===== config.mk =====
export PLATFORM = sky130hd
export DESIGN_NAME = merged_mining_tag_parser
export DESIGN_NICKNAME = d
export VERILOG_FILES = /design/src/hdl/mmtp_pkg.sv /design/src/hdl/merged_mining_tag_parser.sv /design/src/hdl/mmtp_front.sv /design/src/hdl/mmtp_queue.sv /design/src/hdl/mmtp_back.sv
export VERILOG_INCLUDE_DIRS = /design/src /design/src/hdl
export SDC_FILE = /design/constraint.sdc
export NUM_CORES = 2
export LEC_CHECK = 0
export ABC_CLOCK_PERIOD_IN_PS = 27200
export BUFFER_PORTS_ARGS = -buffer_cell sky130_fd_sc_hd__buf_2
export CAP_MARGIN = 10
export CORE_ASPECT_RATIO = 0.7
export CORE_MARGIN = 2
export CORE_UTILIZATION = 52
export DETAILED_ROUTE_END_ITERATION = 10
export PLACE_DENSITY = 0.69
export REMOVE_ABC_BUFFERS = 1
export SYNTH_ARGS = -nofsm -noshare
export SYNTH_HDL_FRONTEND = slang
export SYNTH_SLANG_ARGS = --single-unit
export TNS_END_PERCENT = 100

===== constraint.sdc =====
create_clock -name clock -period 27.2 [get_ports clock]
set_input_delay 4.08 -clock clock [delete_from_list [all_inputs] [get_ports clock]]
set_output_delay 4.08 -clock clock [all_outputs]
set_load 0.02 [all_outputs]

===== src/hdl/merged_mining_tag_parser_defines.svh =====
// assertion macros shared by the merged mining tag parser modules
// expects signals named clock and reset in the including module
`ifndef MERGED_MINING_TAG_PARSER_DEFINES_SVH
`define MERGED_MINING_TAG_PARSER_DEFINES_SVH

// property must hold at every clock edge outside reset
`define MMTP_ASSERT(lbl, prop, msg) \
   lbl: assert property (@(posedge clock) disable iff (reset) (prop)) else $error(msg);

// condition must never be seen outside reset
`define MMTP_NEVER(lbl, cond, msg) \
   lbl: assert property (@(posedge clock) disable iff (reset) !(cond)) else $error(msg);

`endif


===== src/hdl/mmtp_pkg.sv =====
// types and constants of the merged mining tag parser
// no dependencies
`default_nettype none

package mmtp_pkg;

   localparam int BYTE_BITS   = 8;
   localparam int WORD_BITS   = 32;
   localparam int ROOT_BYTES  = 32;
   localparam int DATA_BYTES  = 44;
   localparam int OFFSET_SAT  = 48;
   localparam int OFFSET_W    = 6;
   localparam int ROOT_WORDS  = 4;
   localparam int SLICE_BITS  = 64;
   localparam int QUEUE_DEPTH = 2;
   localparam int QPTR_W      = 1;
   localparam int QCOUNT_W    = 2;
   localparam int TAG_SAT     = 2;

   localparam int SIZE_END  = ROOT_BYTES + 4;
   localparam int NONCE_END = ROOT_BYTES + 8;

   localparam logic [1:0] LAST_WORD = 2'(ROOT_WORDS - 1);

   localparam logic CSR_TAG_MAGIC = 1'b0;
   localparam logic CSR_CHAIN_ID  = 1'b1;

   typedef enum logic [1:0] {
      ST_OK      = 2'd0,
      ST_NO_TAG  = 2'd1,
      ST_SEVERAL = 2'd2,
      ST_SHORT   = 2'd3
   } status_type;

   typedef struct packed {
      logic [ROOT_WORDS-1:0][SLICE_BITS-1:0] root;
      logic [WORD_BITS-1:0]                  size;
      logic [WORD_BITS-1:0]                  nonce;
      logic signed [WORD_BITS-1:0]           chain;
      status_type                            status;
      logic                                  ok;
   } job_type;

endpackage

`default_nettype wire


===== src/hdl/merged_mining_tag_parser.sv =====
// Merged mining tag parser. Script bytes are taken one per cycle while the
// queue is not full; each byte costs one window compare and one capture in
// the front end. The closing item of a script pushes a summary into a
// two-entry queue, and the emitter turns each summary into four result
// transfers, holding each one while the output is stalled. Input stalls
// only while the queue is full.
// depends on mmtp_pkg, mmtp_front, mmtp_queue and mmtp_back
`default_nettype none

module merged_mining_tag_parser #(
   parameter int TAG_BYTES = 4
) (
   input  wire logic                                  clock,
   input  wire logic                                  reset,
   input  wire logic                                  req_valid,
   output logic                                       req_stall,
   input  wire logic [mmtp_pkg::BYTE_BITS-1:0]        req_script_byte,
   input  wire logic                                  req_has_byte,
   input  wire logic                                  req_end_of_script,
   output logic                                       rsp_valid,
   input  wire logic                                  rsp_stall,
   output logic [mmtp_pkg::SLICE_BITS-1:0]            rsp_root_word,
   output logic [1:0]                                 rsp_word_number,
   output logic [mmtp_pkg::WORD_BITS-1:0]             rsp_tree_size,
   output logic [mmtp_pkg::WORD_BITS-1:0]             rsp_nonce_word,
   output logic signed [mmtp_pkg::WORD_BITS-1:0]      rsp_found_chain_id,
   output logic [1:0]                                 rsp_status,
   output logic                                       rsp_coinbase_ok,
   output logic                                       rsp_final_result,
   input  wire logic                                  csr_write_enable,
   input  wire logic                                  csr_index,
   input  wire logic [mmtp_pkg::WORD_BITS-1:0]        csr_write_data
);
   import mmtp_pkg::*;

   logic [WORD_BITS-1:0]        tag_magic_ff;
   logic signed [WORD_BITS-1:0] chain_id_ff;
   logic                        queue_full;
   logic                        push;
   job_type                     push_job;
   logic                        pop;
   logic                        pop_valid;
   job_type                     pop_job;

   always_ff @(posedge clock) begin
      if (reset) begin
         tag_magic_ff <= '0;
         chain_id_ff  <= '0;
      end else if (csr_write_enable) begin
         case (csr_index)
            CSR_TAG_MAGIC: tag_magic_ff <= csr_write_data;
            CSR_CHAIN_ID:  chain_id_ff  <= csr_write_data;
            default: begin
            end
         endcase
      end
   end

   mmtp_front #(
      .TAG_BYTES (TAG_BYTES)
   ) u_front (
      .clock             (clock),
      .reset             (reset),
      .req_valid         (req_valid),
      .req_stall         (req_stall),
      .req_script_byte   (req_script_byte),
      .req_has_byte      (req_has_byte),
      .req_end_of_script (req_end_of_script),
      .tag_magic         (tag_magic_ff),
      .our_chain_id      (chain_id_ff),
      .queue_full        (queue_full),
      .push              (push),
      .push_job          (push_job)
   );

   mmtp_queue u_queue (
      .clock     (clock),
      .reset     (reset),
      .push      (push),
      .push_job  (push_job),
      .full      (queue_full),
      .pop       (pop),
      .pop_valid (pop_valid),
      .pop_job   (pop_job)
   );

   mmtp_back u_back (
      .clock              (clock),
      .reset              (reset),
      .job_valid          (pop_valid),
      .job                (pop_job),
      .pop                (pop),
      .rsp_valid          (rsp_valid),
      .rsp_stall          (rsp_stall),
      .rsp_root_word      (rsp_root_word),
      .rsp_word_number    (rsp_word_number),
      .rsp_tree_size      (rsp_tree_size),
      .rsp_nonce_word     (rsp_nonce_word),
      .rsp_found_chain_id (rsp_found_chain_id),
      .rsp_status         (rsp_status),
      .rsp_coinbase_ok    (rsp_coinbase_ok),
      .rsp_final_result   (rsp_final_result)
   );

endmodule

`default_nettype wire


===== src/hdl/mmtp_front.sv =====
// front end: byte window match, tag counting and field capture
// depends on mmtp_pkg; pushes one summary per script into the queue
`default_nettype none

module mmtp_front #(
   parameter int TAG_BYTES = 4
) (
   input  wire logic                               clock,
   input  wire logic                               reset,
   input  wire logic                               req_valid,
   output logic                                    req_stall,
   input  wire logic [mmtp_pkg::BYTE_BITS-1:0]     req_script_byte,
   input  wire logic                               req_has_byte,
   input  wire logic                               req_end_of_script,
   input  wire logic [mmtp_pkg::WORD_BITS-1:0]     tag_magic,
   input  wire logic signed [mmtp_pkg::WORD_BITS-1:0] our_chain_id,
   input  wire logic                               queue_full,
   output logic                                    push,
   output mmtp_pkg::job_type                       push_job
);
   import mmtp_pkg::*;

   localparam int WIN    = BYTE_BITS * TAG_BYTES;
   localparam int SEEN_W = (TAG_BYTES > 1) ? $clog2(TAG_BYTES) : 1;
   localparam logic [SEEN_W-1:0] SEEN_MAX = SEEN_W'(TAG_BYTES - 1);

   logic [WIN-1:0]                        window_ff, window_in;
   logic [WIN+BYTE_BITS-1:0]              shifted;
   logic [WIN+WORD_BITS-1:0]              magic_ext;
   logic [WIN-1:0]                        magic_win;
   logic [SEEN_W-1:0]                     seen_ff, seen_in;
   logic [1:0]                            tags_ff, tags_in;
   logic [OFFSET_W-1:0]                   offset_ff, offset_in;
   logic [ROOT_WORDS-1:0][SLICE_BITS-1:0] root_ff, root_in;
   logic [WORD_BITS-1:0]                  size_ff, size_in;
   logic [WORD_BITS-1:0]                  nonce_ff, nonce_in;
   logic signed [WORD_BITS-1:0]           chain_ff, chain_in;
   logic                                  hit;
   logic                                  accept;
   status_type                            status;

   assign accept    = req_valid && !queue_full;
   assign req_stall = queue_full;
   assign push      = accept && req_end_of_script;

   assign shifted   = {window_ff, req_script_byte};
   assign magic_ext = {{WIN{1'b0}}, tag_magic};
   assign magic_win = magic_ext[WIN-1:0];
   assign hit       = (seen_ff == SEEN_MAX) && (shifted[WIN-1:0] == magic_win);

   always_comb begin
      window_in = window_ff;
      seen_in   = seen_ff;
      tags_in   = tags_ff;
      offset_in = offset_ff;
      root_in   = root_ff;
      size_in   = size_ff;
      nonce_in  = nonce_ff;
      chain_in  = chain_ff;
      if (req_has_byte) begin
         window_in = shifted[WIN-1:0];
         if (seen_ff != SEEN_MAX) begin
            seen_in = seen_ff + 1'b1;
         end
         if (tags_ff != 2'd0) begin
            if (offset_ff < OFFSET_W'(ROOT_BYTES)) begin
               root_in[offset_ff[4:3]] = {root_ff[offset_ff[4:3]][SLICE_BITS-BYTE_BITS-1:0],
                                          req_script_byte};
            end else if (offset_ff < OFFSET_W'(SIZE_END)) begin
               size_in[{offset_ff[1:0], 3'b000} +: BYTE_BITS] = req_script_byte;
            end else if (offset_ff < OFFSET_W'(NONCE_END)) begin
               nonce_in[{offset_ff[1:0], 3'b000} +: BYTE_BITS] = req_script_byte;
            end else if (offset_ff < OFFSET_W'(DATA_BYTES)) begin
               chain_in[{offset_ff[1:0], 3'b000} +: BYTE_BITS] = req_script_byte;
            end
            if (offset_ff < OFFSET_W'(OFFSET_SAT)) begin
               offset_in = offset_ff + 1'b1;
            end
         end
         if (hit && (tags_ff < 2'(TAG_SAT))) begin
            tags_in = tags_ff + 1'b1;
         end
      end
   end

   always_comb begin
      if (tags_in == 2'd0) begin
         status = ST_NO_TAG;
      end else if (tags_in >= 2'(TAG_SAT)) begin
         status = ST_SEVERAL;
      end else if (offset_in < OFFSET_W'(DATA_BYTES)) begin
         status = ST_SHORT;
      end else begin
         status = ST_OK;
      end
   end

   always_comb begin
      push_job.root   = root_in;
      push_job.size   = size_in;
      push_job.nonce  = nonce_in;
      push_job.chain  = chain_in;
      push_job.status = status;
      push_job.ok     = (status != ST_OK) || (chain_in == our_chain_id);
   end

   // per-script control state, cleared after the closing item
   always_ff @(posedge clock) begin
      if (reset) begin
         window_ff <= '0;
         seen_ff   <= '0;
         tags_ff   <= '0;
         offset_ff <= '0;
      end else if (accept) begin
         if (req_end_of_script) begin
            window_ff <= '0;
            seen_ff   <= '0;
            tags_ff   <= '0;
            offset_ff <= '0;
         end else begin
            window_ff <= window_in;
            seen_ff   <= seen_in;
            tags_ff   <= tags_in;
            offset_ff <= offset_in;
         end
      end
   end

   // captured fields are fully rewritten before any ok summary uses them
   always_ff @(posedge clock) begin
      if (accept) begin
         root_ff  <= root_in;
         size_ff  <= size_in;
         nonce_ff <= nonce_in;
         chain_ff <= chain_in;
      end
   end

endmodule

`default_nettype wire


===== src/hdl/mmtp_queue.sv =====
// two-entry queue of script summaries between front end and emitter
// depends on mmtp_pkg and the assertion macro header
`default_nettype none

`include "merged_mining_tag_parser_defines.svh"

module mmtp_queue (
   input  wire logic              clock,
   input  wire logic              reset,
   input  wire logic              push,
   input  wire mmtp_pkg::job_type push_job,
   output logic                   full,
   input  wire logic              pop,
   output logic                   pop_valid,
   output mmtp_pkg::job_type      pop_job
);
   import mmtp_pkg::*;

   job_type             entry_ff [QUEUE_DEPTH];
   logic [QPTR_W-1:0]   wr_ptr_ff, wr_ptr_in;
   logic [QPTR_W-1:0]   rd_ptr_ff, rd_ptr_in;
   logic [QCOUNT_W-1:0] count_ff, count_in;

   assign full      = (count_ff == QCOUNT_W'(QUEUE_DEPTH));
   assign pop_valid = (count_ff != '0);
   assign pop_job   = entry_ff[rd_ptr_ff];

   always_comb begin
      wr_ptr_in = push ? wr_ptr_ff + 1'b1 : wr_ptr_ff;
      rd_ptr_in = pop ? rd_ptr_ff + 1'b1 : rd_ptr_ff;
      count_in  = count_ff;
      if (push && !pop) begin
         count_in = count_ff + 1'b1;
      end else if (pop && !push) begin
         count_in = count_ff - 1'b1;
      end
   end

   always_ff @(posedge clock) begin
      if (reset) begin
         wr_ptr_ff <= '0;
         rd_ptr_ff <= '0;
         count_ff  <= '0;
      end else begin
         wr_ptr_ff <= wr_ptr_in;
         rd_ptr_ff <= rd_ptr_in;
         count_ff  <= count_in;
      end
   end

   always_ff @(posedge clock) begin
      if (push) begin
         entry_ff[wr_ptr_ff] <= push_job;
      end
   end

   `MMTP_NEVER(a_no_push_full, push && full && !pop, "queue overflow")
   `MMTP_NEVER(a_no_pop_empty, pop && !pop_valid, "queue underflow")
   `MMTP_ASSERT(a_count_range, count_ff <= QCOUNT_W'(QUEUE_DEPTH), "queue count out of range")

endmodule

`default_nettype wire


===== src/hdl/mmtp_back.sv =====
// emitter: turns one script summary into four result transfers
// depends on mmtp_pkg and the assertion macro header
`default_nettype none

`include "merged_mining_tag_parser_defines.svh"

module mmtp_back (
   input  wire logic                                  clock,
   input  wire logic                                  reset,
   input  wire logic                                  job_valid,
   input  wire mmtp_pkg::job_type                     job,
   output logic                                       pop,
   output logic                                       rsp_valid,
   input  wire logic                                  rsp_stall,
   output logic [mmtp_pkg::SLICE_BITS-1:0]            rsp_root_word,
   output logic [1:0]                                 rsp_word_number,
   output logic [mmtp_pkg::WORD_BITS-1:0]             rsp_tree_size,
   output logic [mmtp_pkg::WORD_BITS-1:0]             rsp_nonce_word,
   output logic signed [mmtp_pkg::WORD_BITS-1:0]      rsp_found_chain_id,
   output logic [1:0]                                 rsp_status,
   output logic                                       rsp_coinbase_ok,
   output logic                                       rsp_final_result
);
   import mmtp_pkg::*;

   job_type    cur_ff;
   logic       active_ff, active_in;
   logic [1:0] word_ff, word_in;
   logic       xfer;
   logic       last_xfer;
   logic       good;

   assign xfer      = active_ff && !rsp_stall;
   assign last_xfer = xfer && (word_ff == LAST_WORD);
   assign pop       = job_valid && (!active_ff || last_xfer);

   always_comb begin
      active_in = active_ff;
      word_in   = word_ff;
      if (pop) begin
         active_in = 1'b1;
         word_in   = '0;
      end else if (last_xfer) begin
         active_in = 1'b0;
         word_in   = '0;
      end else if (xfer) begin
         word_in = word_ff + 1'b1;
      end
   end

   always_ff @(posedge clock) begin
      if (reset) begin
         active_ff <= 1'b0;
         word_ff   <= '0;
      end else begin
         active_ff <= active_in;
         word_ff   <= word_in;
      end
   end

   always_ff @(posedge clock) begin
      if (pop) begin
         cur_ff <= job;
      end
   end

   // failed parses report zero data
   assign good               = (cur_ff.status == ST_OK);
   assign rsp_valid          = active_ff;
   assign rsp_root_word      = good ? cur_ff.root[word_ff] : '0;
   assign rsp_word_number    = word_ff;
   assign rsp_tree_size      = good ? cur_ff.size : '0;
   assign rsp_nonce_word     = good ? cur_ff.nonce : '0;
   assign rsp_found_chain_id = good ? cur_ff.chain : '0;
   assign rsp_status         = cur_ff.status;
   assign rsp_coinbase_ok    = cur_ff.ok;
   assign rsp_final_result   = (word_ff == LAST_WORD);

   `MMTP_ASSERT(a_word_step, xfer && (word_ff != LAST_WORD) |=> active_ff && (word_ff == $past(word_ff) + 2'd1), "word number did not advance")
   `MMTP_ASSERT(a_idle_word, !active_ff |-> (word_ff == 2'd0), "idle emitter holds a word number")
   `MMTP_ASSERT(a_stall_hold, active_ff && rsp_stall |=> active_ff && $stable(word_ff), "stalled result moved")

endmodule

`default_nettype wire


* Word-level counts from Yosys, hierarchy flattened
Memories as Yosys holds them, arrays and structs flattened. A register that Yosys moved wholly into a read port is not among the register bits.
Index checks and enable logic that the tools add are counted.
Widths: inputs -> output; s select.
** Cells by class
- Reductions and logical operators :: 31
- Mux-type cells :: 53
- Eq/ne operators :: 6
- Add/subtract/negate cells :: 9
- $lt $le $gt $ge :: 11
- Bitwise operators :: 1
- Shifts and indexed selects :: 2
** Operators by type and width (count)
- $mux 256 :: 3
- $mux 32 :: 18
- $bmux 64 s2 :: 2
- $bwmux 256 :: 1
- $mux 64 :: 3
- $demux 64 s2 :: 1
- $bwmux 32 :: 3
- $eq 32x32->1 :: 2
- $mux 56 :: 1
- $mux 24 :: 2
- $lt 6x6->1 const B :: 6
- $shift 8x7->32 const A :: 1
- $shiftx 8x7->32 :: 1
- $mux 6 :: 4
- $mux 2 :: 11
- $reduce_bool 2->1 :: 7
- $logic_and 1x1->1 :: 10
- $add 2x1->2 const B :: 4
- $neg 5->7 :: 1
- $add 6x1->6 const B :: 1
- $eq 2x2->1 const B :: 3
- $lt 2x3->1 const B :: 2
- $reduce_and 2->1 :: 3
- $logic_not 1->1 :: 5
- other kinds (12) :: 18
** Storage, ports and cells
- Output and inout bits :: 168
- RAM bits :: 710
- Bits of input ports :: 48
- Memories kept :: 1
- Bits in registers :: 457
- Word-level logic and storage cells :: 132
** Memories
- u_queue.entry_ff :: words 2, bits a word 355, rd ports 1, clocked after Yosys merged registers in 1, wr ports 1, line mmtp_queue.sv:19 : job_type entry_ff [QUEUE_DEPTH];

* Longest topological paths before layout
- Depth after elaboration :: 11
- Gate-level depth with buffers :: 11
- Gate-level depth less buffers :: 9

* Modules after synthesis
From an unflattened synthesis, not the netlist that was laid out.
** Second synthesis, totals
- Cell total of the unflattened synthesis :: 3303
- Area, all modules :: 61072.3 um^2
** Modules (own cells, without submodules)
- mmtp_queue :: times used 1, area each 26186.4 um^2, cells an instance 1127, sequential area each 21420.5 um^2
- mmtp_front :: times used 1, area each 18469.0 um^2, cells an instance 1227, sequential area each 11250.8 um^2
- mmtp_back :: times used 1, area each 13760.7 um^2, cells an instance 704, sequential area each 10720.3 um^2
- merged_mining_tag_parser :: times used 1, area each 2656.3 um^2, cells an instance 245, sequential area each 1281.2 um^2

* Worst setup path before layout
No wires, ideal clock.
- Path kind :: input-to-reg
- Start point :: in req_valid
- End point :: mem u_queue.entry_ff[0][0] (netlist bit) (enable)
- Path slack :: 2.640 ns
- Setup time :: 1.076 ns
- Required time :: 26.124 ns
- Buffers on the path :: 0
- Arrival time :: 23.484 ns
- Stages on the path :: 4
- Cell sequence :: nand2_1 -> inv_2 -> nand2_1 -> nor2_1
** On the way
- Longest elaborated chain between the ends :: 4
** RTL lines
- start: declaration :: line merged_mining_tag_parser.sv:15 : input wire logic req_valid,
- $logic_and 1x1->1 :: line mmtp_front.sv:42 : assign accept = req_valid && !queue_full;
- named net u_front.accept :: line mmtp_front.sv:39 : logic accept;
- $logic_and 1x1->1 :: line mmtp_front.sv:44 : assign push = accept && req_end_of_script;
- $mux 1 :: line mmtp_queue.sv:52 : if (push) begin
- $mux 1 (implied by the code) :: line mmtp_queue.sv:53 : entry_ff[wr_ptr_ff] <= push_job;
- end: declaration :: line mmtp_queue.sv:19
The timed path passes the listed nets, and every way through them passes these cells.

* Final worst setup path
- Start point :: in req_valid
- End point :: mem u_queue.entry_ff[0][196] (netlist bit) (enable)
Same word-level chain as after synthesis.

==> summary.md <==
| Metric | Value |
|---|---|
| Status | finished, final reports clean |
| Routability congestion estimate | 0.788 |
| Max cap viols | 0 |
| Post-Synth Simple-Gate Area | 9.72% |
| Xor/xnor cell area share of the yosys netlist | 0.951% |
| Crit-path leading delay family | buffers and inverters |
| Fin crit share | 31.9% |
| Dominant synthesized flop cell | edfxtp_1 |
| Crit-path max cell delay | 0.92 ns |
| GRT Total Usage | 21.7% |
| # port buffers | 215 |
| Yosys warnings | 0 |
| Sequential fraction of the synthesis area | 74.6% |
| Final wirelength | 129 mm |
| Skew-Pair Late Insertion Delay | 0.77 ns |
| CTS Buf Count | 142 |
| Post-DP HPWL | 71.8 mm |
| Placed Cells | 5250 |
| Post-route DRC | 0 |
| VDD IR max | 0.109 mV |
| Die width | 410 µm |
| Initial DRC Count | 3094 |
| Post-CTS resize count | 0 |
| Top Ports | 216 |
| Grt ovf | 0 |
| TritonCTS clock tree | done |
| Crit Path Max Fanout | 119 |
| Global-route wire length before repair | 193 mm |
| Reg2reg start | u_queue.count_ff[0]$_SDFFE_PP0P_ |
| Clock transition at path regs | 0.06 ns |
| Fin nets | 3915 |
| Initial core utilization | 52.2% |
| Yosys cell types | 60 |
| Slew HR | 26.9% |
| Total power | 5.51 mW |
| Num rows | 104 |
| CP Capture Point | u_queue.entry_ff[0][196]$_DFFE_PP_ |
| Clock skew | 0.0303 ns |
| Die Height | 288 µm |
| Wl on met1 | 59.2 mm |
| Area leader, netlist | edfxtp_1 |
| Core Region | 0.115 mm² |
| Main area contributors after synthesis | edfxtp_1 71%, mux2_2 7.2%, nand2_1 3.6%, dfxtp_1 3.5%, mux4_2 2.4% |
| EDFF count, synth | 1417 |
| Final Non-Filler Cells | 5509 |
| Crit path cell chain | buf_2, nand2_1, inv_8, nand2_1, nor2_4, buf_4, buf_4, buf_4 |
| DRT antenna net count | 0 |
| Unrepaired setup endpoints after global routing | no |
| Met2 wire length | 58.2 mm |
| Final setup TNS | 0 ns |
| WP depth | 8 |
| Drt via density | 5.78 |
| Fin Hold WS | 0.457 ns |
| H-Tree Depth | 4 |
| Worst Setup Start Kind | input port |
| Final Hold Vio Count | 0 |
| Synthesized area | 0.0599 mm² |
| Slowest cell on the critical path | buf_4 |
| Fill cells | 8646 |
| Initial antenna violation count | 11 |
| Commonest cells in the synthesized netlist | 1417 x edfxtp_1, 572 x nand2_1, 383 x mux2_2, 182 x clkbuf_1, 162 x and2_1 |
| Top Metal Used | met4 |
| Crit path top cell by count | buf_4 |
| Number of buffers and inverters on the critical path | 5 |
| Worst Max-Slew Pin Slew | 1.09 ns |
| Min Tclk post-route | 8.67 ns |
| Cell with the most instances after synthesis | edfxtp_1 |
| Multiplexer share of the synthesized area | 10.1% |
| Area post-placement | 0.0624 mm² |
| Largest net degree at the start of global routing | 142 |
| PwrDens | 82.5 mW/mm² |
| Worst setup EP type | register |
| Reg2Reg Setup Slack | 21.32 ns |
| Register-to-Register Path Depth | 8 |
| Post-CTS setup buffers | 0 |
| Worst Hold Class | register to register |
| WL met3 | 9.44 mm |
| Drt first pass iters | 7 |
| Vias in the first global route | 30.9k |
| Max Clk Rate | 0.115 GHz |
| Clock root buffer | clkbuf_16 |
| Worst Setup SP | req_valid |
| Top-area cell type share of the netlist area | 71.1% |
| Final setup fails | 0 |
| Layout cell share with drive strength beyond 1 | 23.5% |
| Yosys reg bits | 1522 |
| Bufs on Longest Clock Path | 3 |
| Layout area overhead | 11.7% |
| Wire per inst | 23.5 µm |
| Async S/R FF share, synth | 0% |
| CTS Hold Buffers Added | 0 |
| Max-slew violation count | 0 |
| Die ar. | 0.118 mm² |
| Design area | 0.0669 mm² |
| Syn Area/Cell | 16.2 µm² |
| Synth Area in Adders | 0.209% |
| Req. time, crit path | 27.57 ns |
| Post-synthesis cell count | 3685 |
| Post-synthesis compound-gate area fraction | 2.66% |
| LEAKAGE | 19.6 nW |
| CP Class | input port to register |
| Arr. time, crit path | 9.04 ns |
| Via count | 31.8k |
| FF-to-FF End | u_queue.entry_ff[0][196]$_DFFE_PP_ |
| Largest family of logic cells by synthesized area | multiplexers |
| CTS sink count | 1522 |
==> state kept, by name, indices dropped and copies added, names as in the netlist, 2 cells and up <==
signal and count:
u_front.offset_ff 6, u_back.rsp_word_number 2, chain_id_ff 32, u_queue.entry_ff 710, u_front.nonce_ff 32, u_back.cur_ff 352, u_front.window_ff 24, u_queue.count_ff 2
u_front.size_ff 32, u_front.tags_ff 2, tag_magic_ff 32, u_back.rsp_status 2, u_front.root_ff 256, u_front.chain_ff 32, u_front.seen_ff 2
==> layer usage <==
layer  GRT usage (%)  up-vias
li1                -    14300
met1            33.0    16207
met2            32.0     1145
met3            4.32      187
met4            6.17        0
met5               0        -
==> cell usage in the layout, fill, tap and decap left out, types with 5 or more instances in the layout <==
master	n
ha_1	10
a22oi_1	24
mux4_2	64
and2_1	162
xor2_1	33
bufinv_16	6
nor4_1	11
xnor2_1	32
nor2_1	43
inv_1	37
clkinv_1	28
nor3_1	7
buf_4	44
edfxtp_1	1417
buf_2	214
mux2_2	383
nor4bb_1	57
o21ai_0	29
nand4b_1	113
clkbuf_1	32
clkbuf_16	149
nand3_1	8
a21o_1	56
dfxtp_1	100
o21ai_1	64
nand2_1	571
dfxtp_4	5
a21oi_1	75
clkinv_2	27
nand2b_1	5
mux2i_1	20
nand4_1	67
==> power by group <==
group	internal (mW)	switching [mW]
logic	0.222	0.493
registers	2.82	0.0608
clock network	1.07	0.854
==> worst min-delay path, cell delays in order, from the launching register on <==
cell and delay, ns:
dfxtp_1 0.31, nand2_1 0.05, a21oi_1 0.05
==> cell families (layout without fill, tap and decap cells) <==
kind of cell	after synthesis	after routing
buffers and inverters	270	556
XOR/XNOR	65	65
AND/OR/NAND/NOR	1077	1077
adder cells (fa/ha/maj)	10	10
AO/OA/AOI/OAI	267	267
flip-flops	1522	1522
other	0	1
multiplexers	474	474
==> worst min path at each step <==
stage	start	to	slack [ns]	depth (start not counted)
2_1_floorplan	tag_magic_ff[1]$_SDFFE_PP0P_	tag_magic_ff[1]$_SDFFE_PP0P_	0.43	2
3_3_place_gp	tag_magic_ff[21]$_SDFFE_PP0P_	tag_magic_ff[21]$_SDFFE_PP0P_	0.44	2
3_5_place_dp	tag_magic_ff[22]$_SDFFE_PP0P_	tag_magic_ff[22]$_SDFFE_PP0P_	0.45	2
4_1_cts	tag_magic_ff[22]$_SDFFE_PP0P_	tag_magic_ff[22]$_SDFFE_PP0P_	0.46	2
5_1_grt	tag_magic_ff[22]$_SDFFE_PP0P_	tag_magic_ff[22]$_SDFFE_PP0P_	0.48	2
6_report	tag_magic_ff[22]$_SDFFE_PP0P_	tag_magic_ff[22]$_SDFFE_PP0P_	0.46	2
==> through the flow <==
step | setup WS, ns | util [%]
after floorplan | 2.64 | -
after global placement | 17.71 | 54.4
after detailed placement | 17.65 | 54.4
after CTS | 18.48 | 58.3
after global routing | 18.18 | 58.3
final | 18.53 | 58.3
==> final cells by class <==
class                   instances  area [µm²]  share of cell area, %
inverters                      38         150                  0.225
well taps                    1537        1920                   2.88
clock buffers                 182        3860                   5.77
clock inverters                76         608                  0.909
flip-flops and latches       1522       44700                   66.8
repair buffers                260        1440                   2.16
multi-input cells            1893       14200                   21.3
diodes                          1        2.50                0.00374
Power figures use the tool's default switching activity.
